$ cat src/rtl/core/mwas_pkg.sv
// ----------------------------------------------------------------------------
// mwas_pkg
// Shared types and constants of the max-weight assignment solver.
// ----------------------------------------------------------------------------
package mwas_pkg;

  localparam int unsigned MAX_N_DEF       = 64;
  localparam int unsigned WEIGHT_BITS_DEF = 20;

  localparam int unsigned IDX_BITS      = 6;   // row / column fields
  localparam int unsigned SIZE_BITS     = 7;   // matrix_size register
  localparam int unsigned TOTAL_BITS    = 26;  // running total field
  localparam int unsigned LABEL_BITS    = 32;  // labels and slack
  localparam int unsigned OUT_DATA_BITS = ((2 * IDX_BITS + TOTAL_BITS + 7) / 8) * 8;

  localparam logic [SIZE_BITS-1:0]  SIZE_RESET = SIZE_BITS'(64);
  localparam logic [LABEL_BITS-1:0] SLACK_INF  = LABEL_BITS'(1) << 29;

  // request kinds on tuser
  localparam logic REQ_LOAD  = 1'b0;
  localparam logic REQ_SOLVE = 1'b1;

  typedef enum logic [4:0] {
    ST_IDLE, ST_INIT, ST_MAX_A, ST_MAX_B, ST_ROUND, ST_CLEAR,
    ST_ROOT_A, ST_ROOT_B, ST_ET_START, ST_ET_LAB, ST_ET_A, ST_ET_B, ST_ET_C,
    ST_BFS_POP, ST_BFS_X, ST_BFS_XL, ST_BFS_A, ST_BFS_B,
    ST_MIN_A, ST_MIN_B, ST_UPD_A, ST_UPD_B, ST_UPD_C, ST_SCAN_A, ST_SCAN_B,
    ST_AUG_A, ST_AUG_B, ST_OUT_A, ST_OUT_B, ST_OUT_C, ST_OUT_W
  } state_e;

  // where tree entry returns to
  typedef enum logic [1:0] {
    RET_ROOT, RET_BFS, RET_SCAN
  } ret_e;

  typedef struct packed {
    logic neg;
    logic zero;
    logic pos;
  } alu_flags_t;

endpackage

$ cat src/rtl/core/mwas_alu.sv
// ----------------------------------------------------------------------------
// mwas_alu
// Shared a + b - c unit with sign flags, used for the label, slack and total
// arithmetic and most compare operations of the solver.
// ----------------------------------------------------------------------------
module mwas_alu
  import mwas_pkg::*;
(
  input  logic signed [LABEL_BITS-1:0] a_i,
  input  logic signed [LABEL_BITS-1:0] b_i,
  input  logic signed [LABEL_BITS-1:0] c_i,
  output logic signed [LABEL_BITS+1:0] res_o,
  output alu_flags_t                   flags_o
);

  assign res_o = {{2{a_i[LABEL_BITS-1]}}, a_i} + {{2{b_i[LABEL_BITS-1]}}, b_i}
               - {{2{c_i[LABEL_BITS-1]}}, c_i};

  assign flags_o.neg  = res_o[LABEL_BITS+1];
  assign flags_o.zero = (res_o == '0);
  assign flags_o.pos  = !res_o[LABEL_BITS+1] && (res_o != '0);

endmodule

$ cat config.mk
export PLATFORM = sky130hd
export DESIGN_NAME = mwas_alu
export DESIGN_NICKNAME = d
export VERILOG_FILES = /design/src/rtl/core/mwas_pkg.sv /design/src/rtl/core/mwas_alu.sv
export SDC_FILE = /design/constraint.sdc
export NUM_CORES = 1
export LEC_CHECK = 0
export CAP_MARGIN = 30
export CORE_AREA = 2 2 123 89
export DETAILED_ROUTE_END_ITERATION = 12
export DIE_AREA = 0 0 125 91
export DONT_BUFFER_PORTS = 1
export PLACE_DENSITY_LB_ADDON = 0.3
export SLEW_MARGIN = 40
export SYNTH_ARGS = -nofsm -noshare
export SYNTH_HDL_FRONTEND = slang
export SYNTH_SLANG_ARGS = --single-unit
$ cat constraint.sdc
create_clock -name vclk -period 8.9
set_input_delay 1.78 -clock vclk [all_inputs]
set_output_delay 1.78 -clock vclk [all_outputs]
set_load 0.02 [all_outputs]
# [Yosys cells after proc, flatten, opt, wreduce, memory -nomap -nowiden]
# Cells that the tools add are included.
[op_classes] n_addsub=2 n_reduce_logical=4
[op_table] cell="34-bit zero test" n=1
[op_table] cell="34-bit nonzero test" n=1
[op_table] cell="33-bit by 32-bit subtractor with 34-bit output" n=1
[op_table] cell="32-bit by 32-bit adder with 33-bit output" n=1
[op_table] cell="1-bit logical AND" n=1
[op_table] cell="1-bit zero test" n=1
[word_totals] reg_bits=0 inputBits=96 elab_cells=6

# [Depth between registers and ports, before layout]
# Gate-level depths: netlist of the first run.
[logic_depth] depth_word=4 depth_mapped=14

# [Least setup slack after synthesis of the first run]
# No wires, ideal clock.
[synth_path] path_kind="input -> output" from="input a_i[1]" to="output flags_o[1] in the netlist's numbering" arrival_ns=5.589 required_time_ns=7.120 slack_ns=1.531 stages=13 n_path_buf=0 path_cell_list="inv_1 -> fa_1 -> inv_1 -> fa_1 -> a21o_1 -> a221oi_4 -> nor3_2 -> or3_1 -> a2111o_1 -> or4_1 -> or4_1 -> nor4_2 -> and3_1"
[synth_lines] item="from (decl)" line_no="mwas_alu.sv:9" text="input logic signed [LABEL_BITS-1:0] a_i,"
[synth_lines] item="to (decl)" line_no="mwas_alu.sv:13" text="output alu_flags_t flags_o"

==> flow_summary.toml, run 1 <==
[grt]
grt_max_degree = 12
antenna_found_initial = 0
grt_use_total_pct = 15.0
grt_pass1_vias = 2918
grt_pass1_wl_um = 14500
overflow = 0

[cells_and_area]
diodes = 0
fin_util_pct = 32.8
clkbuf_count = 0
drive_above_1_share_pct = 2.19
multi_input_area_sq_um = 2650
syn2layout_area_growth_pct = 4.15
nFillCells = 1129
fin_nets = 620
nFlopsAndLatches = 0
regArea_sq_um = 0

[critical_path]
end_kind = "output pin"
cp.arrival_ns = 6.10
crit_path_start_kind = "primary input"
worstPathRequired_ns = 7.12
cp_max_fo = 5
crit_type = "primary input to output pin"

[cts]
post_cts_resized = 0
post_cts_buffers = 0
hold_buffers = 0

[sta]
max_freq_mhz = 127
hold_viol_final = 0
tightest_slew_ns = 0.788
maxSlewHeadroom_pct = 46.9
rsz0062_at_grt = "false"
fin_tns_setup_ns = 0
maxSlewViolCount = 0
period_needed_ns = 7.88
whs_ns = 3.80
post-route-period-util_pct = 88.6
setup_viol = 0

[synthesis]
synthMostInstantiatedCell = "inv_1"
synth_cell_types = 51
avgSynthCellArea_sq_um = 6.86
synthTopCellsByCount = "inv_1 (135), a21oi_1 (38), ha_1 (34)"
synth_xor_area_share_pct = 7.13
yosysSeqAreaShare_pct = 0
synth-simple-area-share_pct = 16.8
synthesis.nets = 628
syn-cell-area_sq_um = 3200
muxShareOfSynthArea_pct = 0.626
syn_inst = 466
synth_compound_gate_area_share_pct = 24.9
synth_area_leaders = "fa_1 (20%), inv_1 (16%), ha_1 (13%)"
synth_top_area_share_pct = 20.0
synth_fa_ha_area_share_pct = 33.4
synth_top_family_by_area = "adder cells"
yosysTopAreaCell = "fa_1"
yosysWarnings = 0

[drt]
drc_errors = 0
routedWlPerCell_um = 14.8
vias = 3023
first_pass_iters = 4
first_iter_violations = 156
antenna_left = 0
via_per_inst = 5.14
wl_um = 8730

[job]
maxCapViolations = 0

[power]
power_frac_comb_pct = 100.0
power.internal_uw = 167
switching_share_pct = 69.6
seqPwrFrac_pct = 0
pwr-share-clk_pct = 0
powerDensity_nw_per_um2 = 165
ir_drop_mv = 0.0525
p_leak_uw = 0.00176
power.switching_uw = 382

[floorplanning]
coreArea_sq_um = 10200
num_rows = 31
dieArea_sq_um = 11400
num_io_pins = 133
die_width_um = 125
start_util_pct = 31.4
fp.dieH_um = 91

[place]
hpwl_um = 7990
gp_congestion = 0.876
portBuffers = 0

[status]
outcome = "finished clean"

[worst_hold_path]
worstHoldPathType = "primary input to output pin"
[layer usage]
layer,up-vias,GRT usage [%],part of all wire [%]
li1,1508,-,-
met2,122,21.7,38
met3,0,3.18,9.1
met5,-,0,0
met4,0,0,0
met1,1393,24.0,53
[power by group through the flow]
stage	clock network (uW)	registers (uW)	logic [uW]
finish	0	0	549
floorplan	0	0	438
global route	0	0	613
CTS	0	0	552
detailed placement	0	0	549
global placement	0	0	545
[final cells by class]
type | instances | area share, %
inverters | 135 | 15.2
multi-input cells | 320 | 79.6
well taps | 132 | 4.96
repair buffers | 1 | 0.226
[cells by family after synthesis]
family	after synthesis
buffers and inverters	146
AO/OA/AOI/OAI	122
AND/OR/NAND/NOR	104
adder cells (fa/ha/maj)	66
XOR/XNOR	26
multiplexers	2
[cell usage in the layout, fill, tap and decap left out, types with 11 or more instances in the layout]
master,count
nor2_1,22
a21o_1,11
fa_1,32
ha_1,34
xor2_1,12
xnor2_1,14
o21ai_0,24
nand2_1,29
a21oi_1,38
inv_1,135
[critical path, stage by stage]
cell	delay, ns
inv_1	0.03
fa_1	0.53
inv_1	0.07
fa_1	0.45
a21o_1	0.23
a221oi_4	0.35
xnor2_1	0.26
or4_1	0.60
or4_1	0.49
or4_1	0.54
nor4_2	0.41
and3_1	0.35
[stage by stage]
step / total power [uW] / setup WS (ns) / std cells / instance area [sq um]
after floorplan: 438 / 1.53 / 466 / 3200
after global placement: 545 / 1.08 / 588 / 3320
after detailed placement: 549 / 1.06 / 588 / 3330
after CTS: 552 / 1.03 / 588 / 3330
after global routing: 613 / 0.800 / 588 / 3330
final: 549 / 1.02 / 588 / 3330
[path summary, 6_finish.rpt]
check,startpoint,end,slack [ns],depth (start not counted)
max,a_i[1],flags_o[1],1.02,12
min,a_i[0],res_o[0],3.80,1
Note: power is estimated with default switching activity, not from simulation.
==> inputs of run 2 (changes only) <==
--- a/config.mk
+++ b/config.mk
@@ -6,10 +6,13 @@
 export NUM_CORES = 1
 export LEC_CHECK = 0
 export CAP_MARGIN = 30
+export CELL_PAD_IN_SITES_DETAIL_PLACEMENT = 0
+export CELL_PAD_IN_SITES_GLOBAL_PLACEMENT = 2
 export CORE_AREA = 2 2 123 89
 export DETAILED_ROUTE_END_ITERATION = 12
 export DIE_AREA = 0 0 125 91
 export DONT_BUFFER_PORTS = 1
+export MAX_ROUTING_LAYER = met4
 export PLACE_DENSITY_LB_ADDON = 0.3
 export SLEW_MARGIN = 40
 export SYNTH_ARGS = -nofsm -noshare
==> flow_summary.toml, run 2 (synthesized netlist as in run 1, its figures left out) <==
[drt]
first_pass_iters = 5
first_iter_violations = 119
antenna_left = 0
vias = 2980
wl_um = 8840
routedWlPerCell_um = 15.0
via_per_inst = 5.06
drc_errors = 0

[cells_and_area]
layout_common_cells = "inv_1 (135), a21oi_1 (38), ha_1 (34), fa_1 (32), nand2_1 (29)"
nFillCells = 1137
mostFrequentLayoutCell = "inv_1"
multi_input_area_sq_um = 2640
fin_nets = 621
nFlopsAndLatches = 0
drive_above_1_share_pct = 2.19
clkbuf_count = 0
syn2layout_area_growth_pct = 4.23
diodes = 0
stdcell_count = 589
regArea_sq_um = 0

[power]
power.internal_uw = 169
pwr-share-clk_pct = 0
ir_drop_mv = 0.0682
p_leak_uw = 0.00176
switching_share_pct = 69.6
power.switching_uw = 385
power_frac_comb_pct = 100.0
powerDensity_nw_per_um2 = 166
seqPwrFrac_pct = 0

[critical_path]
slowest_stage = "or4_1"
cp_slowest_stage_delay_ns = 0.60
path_common_cell = "or4_1"
cp_max_fo = 5
crit_chain = "inv_1, fa_1, inv_1, ha_1, o211ai_1, o21ai_0, xor2_1, or4_1, or4_1, or4_1, nor4_2, and3_1"
cp_num_buf_inv = 2
cp.depth = 12
crit_family = "simple AND/OR/NAND/NOR gates"
cp.arrival_ns = 6.13
crit_path_start_kind = "primary input"
crit_type = "primary input to output pin"
end_kind = "output pin"
worstPathRequired_ns = 7.12

[floorplanning]
start_util_pct = 31.4
fp.dieH_um = 91
num_rows = 31
dieArea_sq_um = 11400
die_width_um = 125
coreArea_sq_um = 10200
num_io_pins = 133

[sta]
fin_tns_setup_ns = 0
post-route-period-util_pct = 88.9
hold_viol_final = 0
tightest_slew_ns = 0.795
setup_viol = 0
rsz0062_at_grt = "false"
whs_ns = 3.80
period_needed_ns = 7.91
max_freq_mhz = 126
maxSlewViolCount = 0
maxSlewHeadroom_pct = 47.0

[place]
gp_congestion = 0.896
portBuffers = 0
hpwl_um = 8010
dp_cells = 589

[grt]
overflow = 0
grt_use_total_pct = 15.7
grt_pass1_wl_um = 14600
antenna_found_initial = 0
grt_max_degree = 12
grt_pass1_vias = 2871

[status]
outcome = "finished clean"

[cts]
post_cts_buffers = 0
post_cts_resized = 0
hold_buffers = 0

[worst_hold_path]
worstHoldPathType = "primary input to output pin"
worstHoldPathCells = 1

[job]
maxCapViolations = 0
[run 2: changes by cell type in the layout (fill, tap and decap cells not counted), sizes merged]
cell  change
buf       +1
[run 2: final timing paths]
check         end  slack (ns)    from
max    flags_o[1]        0.99  a_i[4]
min      res_o[0]        3.80  a_i[0]
[run 2: cell type report]
cell class / instances / share of cell area, %
multi-input combinational: 320 / 79.4
inverter: 135 / 15.2
tap: 132 / 4.96
timing repair buffer: 2 / 0.451
[run 2: per-layer routing]
metal	GRT usage [%]	up-vias	share of wire, %
met2	20.9	132	37
met3	2.30	2	8.0
met1	25.8	1332	55
li1	-	1514	-
met5	-	-	0
met4	0	0	0.090
[run 2: power by group through the flow]
stage / sequential, uW / clock, uW / combinational [uW]
3_3_place_gp: 0 / 0 / 554
5_1_grt: 0 / 0 / 615
6_report: 0 / 0 / 554
4_1_cts: 0 / 0 / 555
2_1_floorplan: 0 / 0 / 438
3_5_place_dp: 0 / 0 / 551
[run 2: through the flow]
step	setup WS [ns]	total power (uW)	util (%)	instance area, sq um
6_report	0.989	554	32.8	3330
5_1_grt	0.771	615	32.8	3330
3_3_place_gp	1.03	554	32.8	3330
3_5_place_dp	1.03	551	32.8	3330
2_1_floorplan	1.53	438	-	3200
4_1_cts	1.01	555	32.8	3330
==> inputs of run 3 (changes only) <==
--- a/config.mk
+++ b/config.mk
@@ -8,9 +8,9 @@
 export CAP_MARGIN = 30
 export CELL_PAD_IN_SITES_DETAIL_PLACEMENT = 0
 export CELL_PAD_IN_SITES_GLOBAL_PLACEMENT = 2
-export CORE_AREA = 2 2 123 89
+export CORE_AREA = 10 10 131 97
 export DETAILED_ROUTE_END_ITERATION = 12
-export DIE_AREA = 0 0 125 91
+export DIE_AREA = 0 0 141 107
 export DONT_BUFFER_PORTS = 1
 export MAX_ROUTING_LAYER = met4
 export PLACE_DENSITY_LB_ADDON = 0.3
==> flow_summary.toml, run 3 (synthesized netlist as in run 1, its figures left out) <==
[sta]
period_needed_ns = 7.91
fin_tns_setup_ns = 0
maxSlewViolCount = 0
hold_viol_final = 0
setup_viol = 0
max_freq_mhz = 126
maxSlewHeadroom_pct = 43.3
rsz0062_at_grt = "false"
tightest_slew_ns = 0.850
post-route-period-util_pct = 88.9

[worst_hold_path]
worstHoldPathType = "primary input to output pin"

[critical_path]
end_kind = "output pin"
crit_path_start_kind = "primary input"
crit_type = "primary input to output pin"
worstPathRequired_ns = 7.12
cp.arrival_ns = 6.13
cp_max_fo = 5

[drt]
first_pass_iters = 4
routedWlPerCell_um = 16.8
vias = 2969
drc_errors = 0
wl_um = 9900
antenna_left = 0
first_iter_violations = 141
via_per_inst = 5.04

[grt]
grt_max_degree = 12
grt_pass1_wl_um = 15800
antenna_found_initial = 0
overflow = 0
grt_pass1_vias = 3040
grt_use_total_pct = 12.7

[power]
seqPwrFrac_pct = 0
p_total_uw = 557
pwr-share-clk_pct = 0
p_leak_uw = 0.00176
powerDensity_nw_per_um2 = 167
ir_drop_mv = 0.0675
switching_share_pct = 69.7
power.internal_uw = 169
power_frac_comb_pct = 100.0
power.switching_uw = 388

[place]
portBuffers = 0
hpwl_um = 9130
gp_congestion = 0.885

[cells_and_area]
diodes = 0
syn2layout_area_growth_pct = 4.23
fin_nets = 621
drive_above_1_share_pct = 2.19
nFillCells = 1177
mostFrequentLayoutCell = "inv_1"
clkbuf_count = 0
multi_input_area_sq_um = 2640
nFlopsAndLatches = 0
regArea_sq_um = 0
layout_common_cells = "inv_1 (135), a21oi_1 (38), ha_1 (34), fa_1 (32), nand2_1 (29)"

[floorplanning]
die_width_um = 141
start_util_pct = 31.4
num_io_pins = 133
num_rows = 31
coreArea_sq_um = 10200
dieArea_sq_um = 15100
fp.dieH_um = 107

[cts]
hold_buffers = 0
post_cts_buffers = 0
post_cts_resized = 0

[status]
outcome = "finished clean"

[job]
maxCapViolations = 0
[run 3: cell counts in the layout (fill, tap and decap cells not counted)]
No cell type changed its count.
[run 3: power by group through the flow]
stage                     Clock, uW  Combinational, uW  Sequential (uW)
after floorplan                   0                438                0
after global placement            0                562                0
after detailed placement          0                560                0
after CTS                         0                563                0
after global routing              0                622                0
final                             0                557                0
[run 3: final cells by class]
class	count	share of cell area (%)
multi-input cells	320	79.4
inverters	135	15.2
well taps	132	4.96
repair buffers	2	0.451
[run 3: routing by layer]
| layer | wire, um | track usage (%) |
|---|---|---|
| met4 | 0 | 0 |
| met5 | 0 | - |
| met3 | 929 | 2.91 |
| met1 | 5220 | 19.3 |
| met2 | 3750 | 17.2 |
[run 3: through the flow]
stage | cell area (sq um) | hold slack, ns | std cells | util (%) | setup WS [ns]
after detailed placement | 3330 | 3.83 | 589 | 32.8 | 1.02
after floorplan | 3200 | 3.78 | 466 | - | 1.53
final | 3330 | 3.82 | 589 | 32.8 | 0.988
after global routing | 3330 | 3.84 | 589 | 32.8 | 0.775
after CTS | 3330 | 3.83 | 589 | 32.8 | 0.988
after global placement | 3330 | 3.83 | 589 | 32.8 | 1.02
[run 3: critical path, cell delays in order]
cell and delay, ns:
inv_1 0.03, fa_1 0.54, inv_1 0.04, ha_1 0.35, o211ai_1 0.13, o21ai_0 0.54, a21oi_1 0.25, o31ai_1 0.26
o21ai_0 0.34, or4_1 0.64, or4_1 0.49, nor4_2 0.37, and3_1 0.36
[run 3: final timing paths]
| check | from | endpoint | slack (ns) | depth (start not counted) |
|---|---|---|---|---|
| setup / recovery | a_i[4] | flags_o[1] | 0.99 | 13 |
| hold / removal | a_i[0] | res_o[0] | 3.82 | 1 |
